<file path="src/hw/rtl/field_potential_matvec_top_assert.svh">
// Assertion macros shared by the field potential block.
`ifndef FIELD_POTENTIAL_MATVEC_TOP_ASSERT_SVH
`define FIELD_POTENTIAL_MATVEC_TOP_ASSERT_SVH

// Same-cycle implication, sampled on clk_i and disabled while rst_ni is low.
`define FPM_ASSERT_IMP(label, ante, cons, msg) \
  label: assert property (@(posedge clk_i) disable iff (!rst_ni) (ante) |-> (cons)) \
    else $error(msg);

// Next-cycle implication, sampled on clk_i and disabled while rst_ni is low.
`define FPM_ASSERT_NXT(label, ante, cons, msg) \
  label: assert property (@(posedge clk_i) disable iff (!rst_ni) (ante) |=> (cons)) \
    else $error(msg);

`endif

</file>
<file path="src/hw/rtl/fpm_pkg.sv">
// Types and constants shared by the field potential matrix-vector block.
`default_nettype none

package fpm_pkg;

  // Fixed field widths of the channels.
  localparam int OpW      = 2;
  localparam int ElecW    = 4;
  localparam int SegW     = 8;
  localparam int NodeW    = 8;
  localparam int ValW     = 32;
  localparam int AccW     = 64;
  localparam int CfgAddrW = 8;
  localparam int CfgDataW = 32;
  localparam int ECountW  = 5;
  localparam int SCountW  = 9;

  // Configuration register indexes.
  localparam logic [CfgAddrW-1:0] REG_ELECTRODE_COUNT = 8'd0;
  localparam logic [CfgAddrW-1:0] REG_SEGMENT_COUNT   = 8'd1;

  // Input word opcodes.
  typedef enum logic [OpW-1:0] {
    OP_LOAD_COEF    = 2'd0,
    OP_LOAD_MAP     = 2'd1,
    OP_LOAD_CURRENT = 2'd2,
    OP_COMPUTE      = 2'd3
  } fpm_op_e;

  // Sequencer states.
  typedef enum logic [1:0] {
    ST_IDLE,
    ST_ISSUE,
    ST_DRAIN,
    ST_OUT
  } fpm_state_e;

  // Flags that travel with one product through the datapath.
  typedef struct packed {
    logic valid;
    logic first;
    logic last;
  } tag_t;

  // Store write request, decoded from a load word.
  typedef struct packed {
    logic                   coef_we;
    logic                   map_we;
    logic                   curr_we;
    logic [ElecW-1:0]       elec;
    logic [SegW-1:0]        seg;
    logic [NodeW-1:0]       node;
    logic signed [ValW-1:0] value;
  } wr_req_t;

  // Store read request for one product term.
  typedef struct packed {
    tag_t               tag;
    logic [ECountW-1:0] elec;
    logic [SCountW-1:0] seg;
  } rd_req_t;

  // Operand pair handed to the multiply-accumulate unit.
  typedef struct packed {
    tag_t                   tag;
    logic signed [ValW-1:0] coef;
    logic signed [ValW-1:0] curr;
  } mac_op_t;

endpackage

`default_nettype wire

</file>
<file path="src/hw/rtl/fpm_mac.sv">
// Shared multiply-accumulate unit: one Q16.16 product per cycle into a saturating Q32.32 sum.
`default_nettype none

module fpm_mac (
  input  logic                            clk_i,
  input  logic                            rst_ni,
  input  fpm_pkg::mac_op_t                op_i,
  output logic signed [fpm_pkg::AccW-1:0] acc_o,
  output logic                            done_o
);

  localparam logic signed [fpm_pkg::AccW-1:0] AccMax = {1'b0, {(fpm_pkg::AccW-1){1'b1}}};
  localparam logic signed [fpm_pkg::AccW-1:0] AccMin = {1'b1, {(fpm_pkg::AccW-1){1'b0}}};

  logic signed [fpm_pkg::AccW-1:0] prod_q;
  fpm_pkg::tag_t                   ptag_q;
  logic signed [fpm_pkg::AccW-1:0] acc_q, acc_d;
  logic signed [fpm_pkg::AccW-1:0] base, sum;
  logic                            ovf;
  logic                            done_q;

  // Full-precision product, registered before the add.
  always_ff @(posedge clk_i) begin
    prod_q <= $signed(op_i.coef) * $signed(op_i.curr);
  end

  // Saturating add; the first term of a row starts from zero.
  always_comb begin
    base  = ptag_q.first ? '0 : acc_q;
    sum   = base + prod_q;
    ovf   = (base[fpm_pkg::AccW-1] == prod_q[fpm_pkg::AccW-1]) &&
            (sum[fpm_pkg::AccW-1] != base[fpm_pkg::AccW-1]);
    acc_d = acc_q;
    if (ptag_q.valid) begin
      if (ovf) begin
        acc_d = prod_q[fpm_pkg::AccW-1] ? AccMin : AccMax;
      end else begin
        acc_d = sum;
      end
    end
  end

  always_ff @(posedge clk_i) begin
    acc_q <= acc_d;
  end

  // Control flags of the unit.
  always_ff @(posedge clk_i or negedge rst_ni) begin
    if (!rst_ni) begin
      ptag_q <= '0;
      done_q <= 1'b0;
    end else begin
      ptag_q <= op_i.tag;
      done_q <= ptag_q.valid && ptag_q.last;
    end
  end

  assign acc_o  = acc_q;
  assign done_o = done_q;

endmodule

`default_nettype wire

</file>
<file path="config.mk">
export PLATFORM = sky130hd
export DESIGN_NAME = fpm_mac
export DESIGN_NICKNAME = d
export VERILOG_FILES = /design/src/hw/rtl/field_potential_matvec_top_assert.svh /design/src/hw/rtl/fpm_pkg.sv /design/src/hw/rtl/fpm_mac.sv
export SDC_FILE = /design/constraint.sdc
export NUM_CORES = 2
export LEC_CHECK = 0
export BUFFER_PORTS_ARGS = -buffer_cell sky130_fd_sc_hd__buf_2
export CAP_MARGIN = 20
export CORE_UTILIZATION = 60
export CTS_CLUSTER_DIAMETER = 200
export DETAILED_ROUTE_END_ITERATION = 6
export GPL_ROUTABILITY_DRIVEN = 0
export MAX_ROUTING_LAYER = met4
export PLACE_DENSITY = 0.77
export SYNTH_ARGS = -nofsm -noshare
export SYNTH_HDL_FRONTEND = slang
export SYNTH_SLANG_ARGS = --single-unit
</file>
<file path="constraint.sdc">
create_clock -name clk_i -period 4.6 [get_ports clk_i]
set_input_delay 0.46 -clock clk_i [delete_from_list [all_inputs] [get_ports clk_i]]
set_output_delay 0.46 -clock clk_i [all_outputs]
set_load 0.02 [all_outputs]
</file>
==> impl_metrics.tcl <==
set metrics [dict create \
    cp.depth 27 \
    fmax_mhz 139.8 \
    period_share 1.555 \
    grt_pass1_vias 39870 \
    postSynth.asyncResetShare 0.03030 \
    final_cell_mix "977 x fa_1, 955 x inv_1, 536 x nand2_1" \
    vias 36420 \
    synth_cells 4759 \
    slowest_delay_ns 0.56 \
    num_io_pins 134 \
    coreArea_um2 73210 \
    period_needed_ns 7.153 \
    syn_avg_cell_area_um2 9.345 \
    syn_to_final_growth_pct 22.55 \
    multi_input_area_um2 38630 \
    rows 99 \
    ant_nets 0 \
    drive_gt1_frac 0.2453 \
    yosysSeqAreaShare 0.07427 \
    cts_htree_levels 4 \
    status "complete, but fails checks" \
    slew_viol_final 0 \
    critPathArrivalTime_ns 7.47 \
    post-dp-hpwl_mm 100.7 \
    synth_nets 6159 \
    cp_max_fo 16 \
    clk_latency_ns 0.44 \
    tritoncts "built" \
    dp.cells 6137 \
    rr_worst_depth 18 \
    critPathKind "input pin to flop" \
    crit_path_end "prod_q[63]" \
    cts.path.max_buffers 2 \
    clkSinkCount 132 \
    nNetsFinal 6695 \
    numPortBuffers 133 \
    drc 37 \
    grt-ovfl-total 0 \
    fin_skew_ns 0.008754 \
    wire_per_inst_um 21.04 \
    ys.flop_type "edfxtp_1" \
    maxCapViolCount 0 \
    holdCritPathClass "input pin to flop" \
    fillers 4579 \
    seqCellArea_um2 3308 \
    rsz0062_at_grt "true" \
    yosysWarnings 0 \
    grt_max_degree 54 \
    cts-buffers-inserted 17 \
    fin_ws_ns -2.553 \
    finalHoldViolations 0 \
    relSlewSlack 0.5210 \
    placedInstanceArea_um2 50480 \
    reg2reg_to "acc_o[19]" \
    totalWireLength_mm 132.0 \
    reg2reg_from "ptag_q[1]" \
    setup-tns-final_ns -110.69 \
    final-instance-count-excl-fill 6273 \
    critPathCaptureType "flop" \
    path_clk_slew_ns 0.06 \
    crit_required_ns 4.92 \
    hp-start "op_i[66]" \
    grt_pass1_wl_mm 203.5 \
    crit_family "adder cells" \
    setup-violations-final 55 \
    drt-initial-drc-count 3099 \
    cp-start-kind "input pin" \
    viasPerCell 5.806 \
    final_cell_area_um2 54500 \
    mappedNetlistArea_um2 44470 \
    ys_seq_elements 132 \
    grt_use_total 0.3589 \
    drtPass1Iterations 7 \
    die_y_um 274.3 \
    violations "design-rule violations, negative setup slack" \
    antenna_found_initial 5 \
    dpl_worst_slack_ns -3.168 \
    max_slew.worst_pin.slew_ns 0.7185 \
    critPathBufInv 8 \
    mostFrequentLayoutCell "fa_1" \
    crit_top_cell "fa_1" \
    worst_path_max_delay_cell "fa_1" \
    die_width_um 274.3 \
    synth_edf_count 64 \
    initial_core_util 0.6075 \
    die_area_um2 75220 \
    reg2reg_slack_ns 0.01 \
    startpoint "op_i[13]" \
    ys_types 88 \
    cts_root_buffer "clkbuf_16" \
]
cells by family (layout without fill, tap and decap cells):
group / Yosys count / after routing / share of synthesized area
other: 0 / 6 / 0
xor gates and xnor gates: 114 / 114 / 0.02245
AOI/OAI and AO/OA: 491 / 491 / 0.07253
DFF: 132 / 132 / 0.07427
muxes: 1 / 1 / 0.0002251
and+or+nand+nor: 1420 / 1420 / 0.1637
buffers and inverters: 1270 / 1819 / 0.1094
adders and majority gates: 1331 / 1331 / 0.5574
worst min-delay path by stage:
| stage | cells after the start | slack (ns) | end |
|---|---|---|---|
| CTS | 1 | 0.11 | ptag_q[2] |
| finish | 1 | 0.12 | ptag_q[2] |
| global placement | 1 | 0.26 | done_o |
| floorplan | 0 | 0.16 | done_o |
| detailed placement | 1 | 0.27 | done_o |
| global route | 1 | 0.12 | ptag_q[1] |
cells in the mapped netlist, types with 6 or more instances:
| cell | instances | share of area |
|---|---|---|
| a211o_1 | 6 | 0.0012 |
| a211oi_1 | 27 | 0.0046 |
| a21boi_0 | 8 | 0.0014 |
| a21o_1 | 64 | 0.011 |
| a21oi_1 | 132 | 0.015 |
| a31oi_1 | 14 | 0.0020 |
| and2_1 | 511 | 0.072 |
| and3_1 | 8 | 0.0011 |
| buf_4 | 12 | 0.0020 |
| clkbuf_1 | 236 | 0.020 |
| dfxtp_1 | 64 | 0.029 |
| edfxtp_1 | 64 | 0.043 |
| fa_1 | 1084 | 0.49 |
| ha_1 | 247 | 0.069 |
| inv_1 | 1012 | 0.085 |
| nand2_1 | 567 | 0.048 |
| nand2b_1 | 23 | 0.0032 |
| nand3_1 | 35 | 0.0039 |
| nand4_1 | 38 | 0.0053 |
| nor2_1 | 91 | 0.0077 |
| nor2b_1 | 76 | 0.011 |
| nor3_1 | 29 | 0.0033 |
| o211ai_1 | 9 | 0.0015 |
| o21a_1 | 19 | 0.0032 |
| o21ai_0 | 111 | 0.012 |
| o21bai_1 | 24 | 0.0041 |
| o31ai_1 | 11 | 0.0019 |
| or3_1 | 7 | 0.00098 |
| xnor2_1 | 80 | 0.016 |
| xor2_1 | 34 | 0.0067 |
registers in the layout, summed over array words and instances, names as in the netlist:
register,flops
done_o,1
ptag_q,3
prod_q,64
acc_o,64
final cells by class:
cell class	instances	share of cell area
antenna	6	0.0002755
clock buffer	22	0.008723
clock inverter	10	0.001905
inverter	1012	0.06988
multi-input combinational	3357	0.7087
sequential	132	0.06070
tap	959	0.02202
timing repair buffer	775	0.1278
through the flow:
stage          utilization  hold slack [ns]
6_report            0.7445           0.1226
5_1_grt             0.7445           0.1202
4_1_cts             0.7254           0.1142
3_5_place_dp        0.6896           0.2705
3_3_place_gp        0.6896           0.2641
2_1_floorplan            -           0.1644
per-layer routing:
| layer | GRT usage | wire length, um | up-vias |
|---|---|---|---|
| li1 | - | - | 15340 |
| met1 | 0.4039 | 45670 | 18620 |
| met2 | 0.6231 | 68470 | 1837 |
| met3 | 0.04738 | 8516 | 627 |
| met4 | 0.1870 | 9308 | 0 |
| met5 | - | 0 | - |
repair_timing:
item | CTS | global route
pin swaps | 184 | 227
hold endpoints to repair | 4 | 0
cloned | 3 | 3
hold buffers | 1 | 0
buffers inserted | 66 | 44
gates resized for setup | 399 | 286
endpoints found under the setup margin | 119 | 119
Power is not shown: default switching activity piles up to over one toggle a cycle in this logic, so the estimate is an artifact.
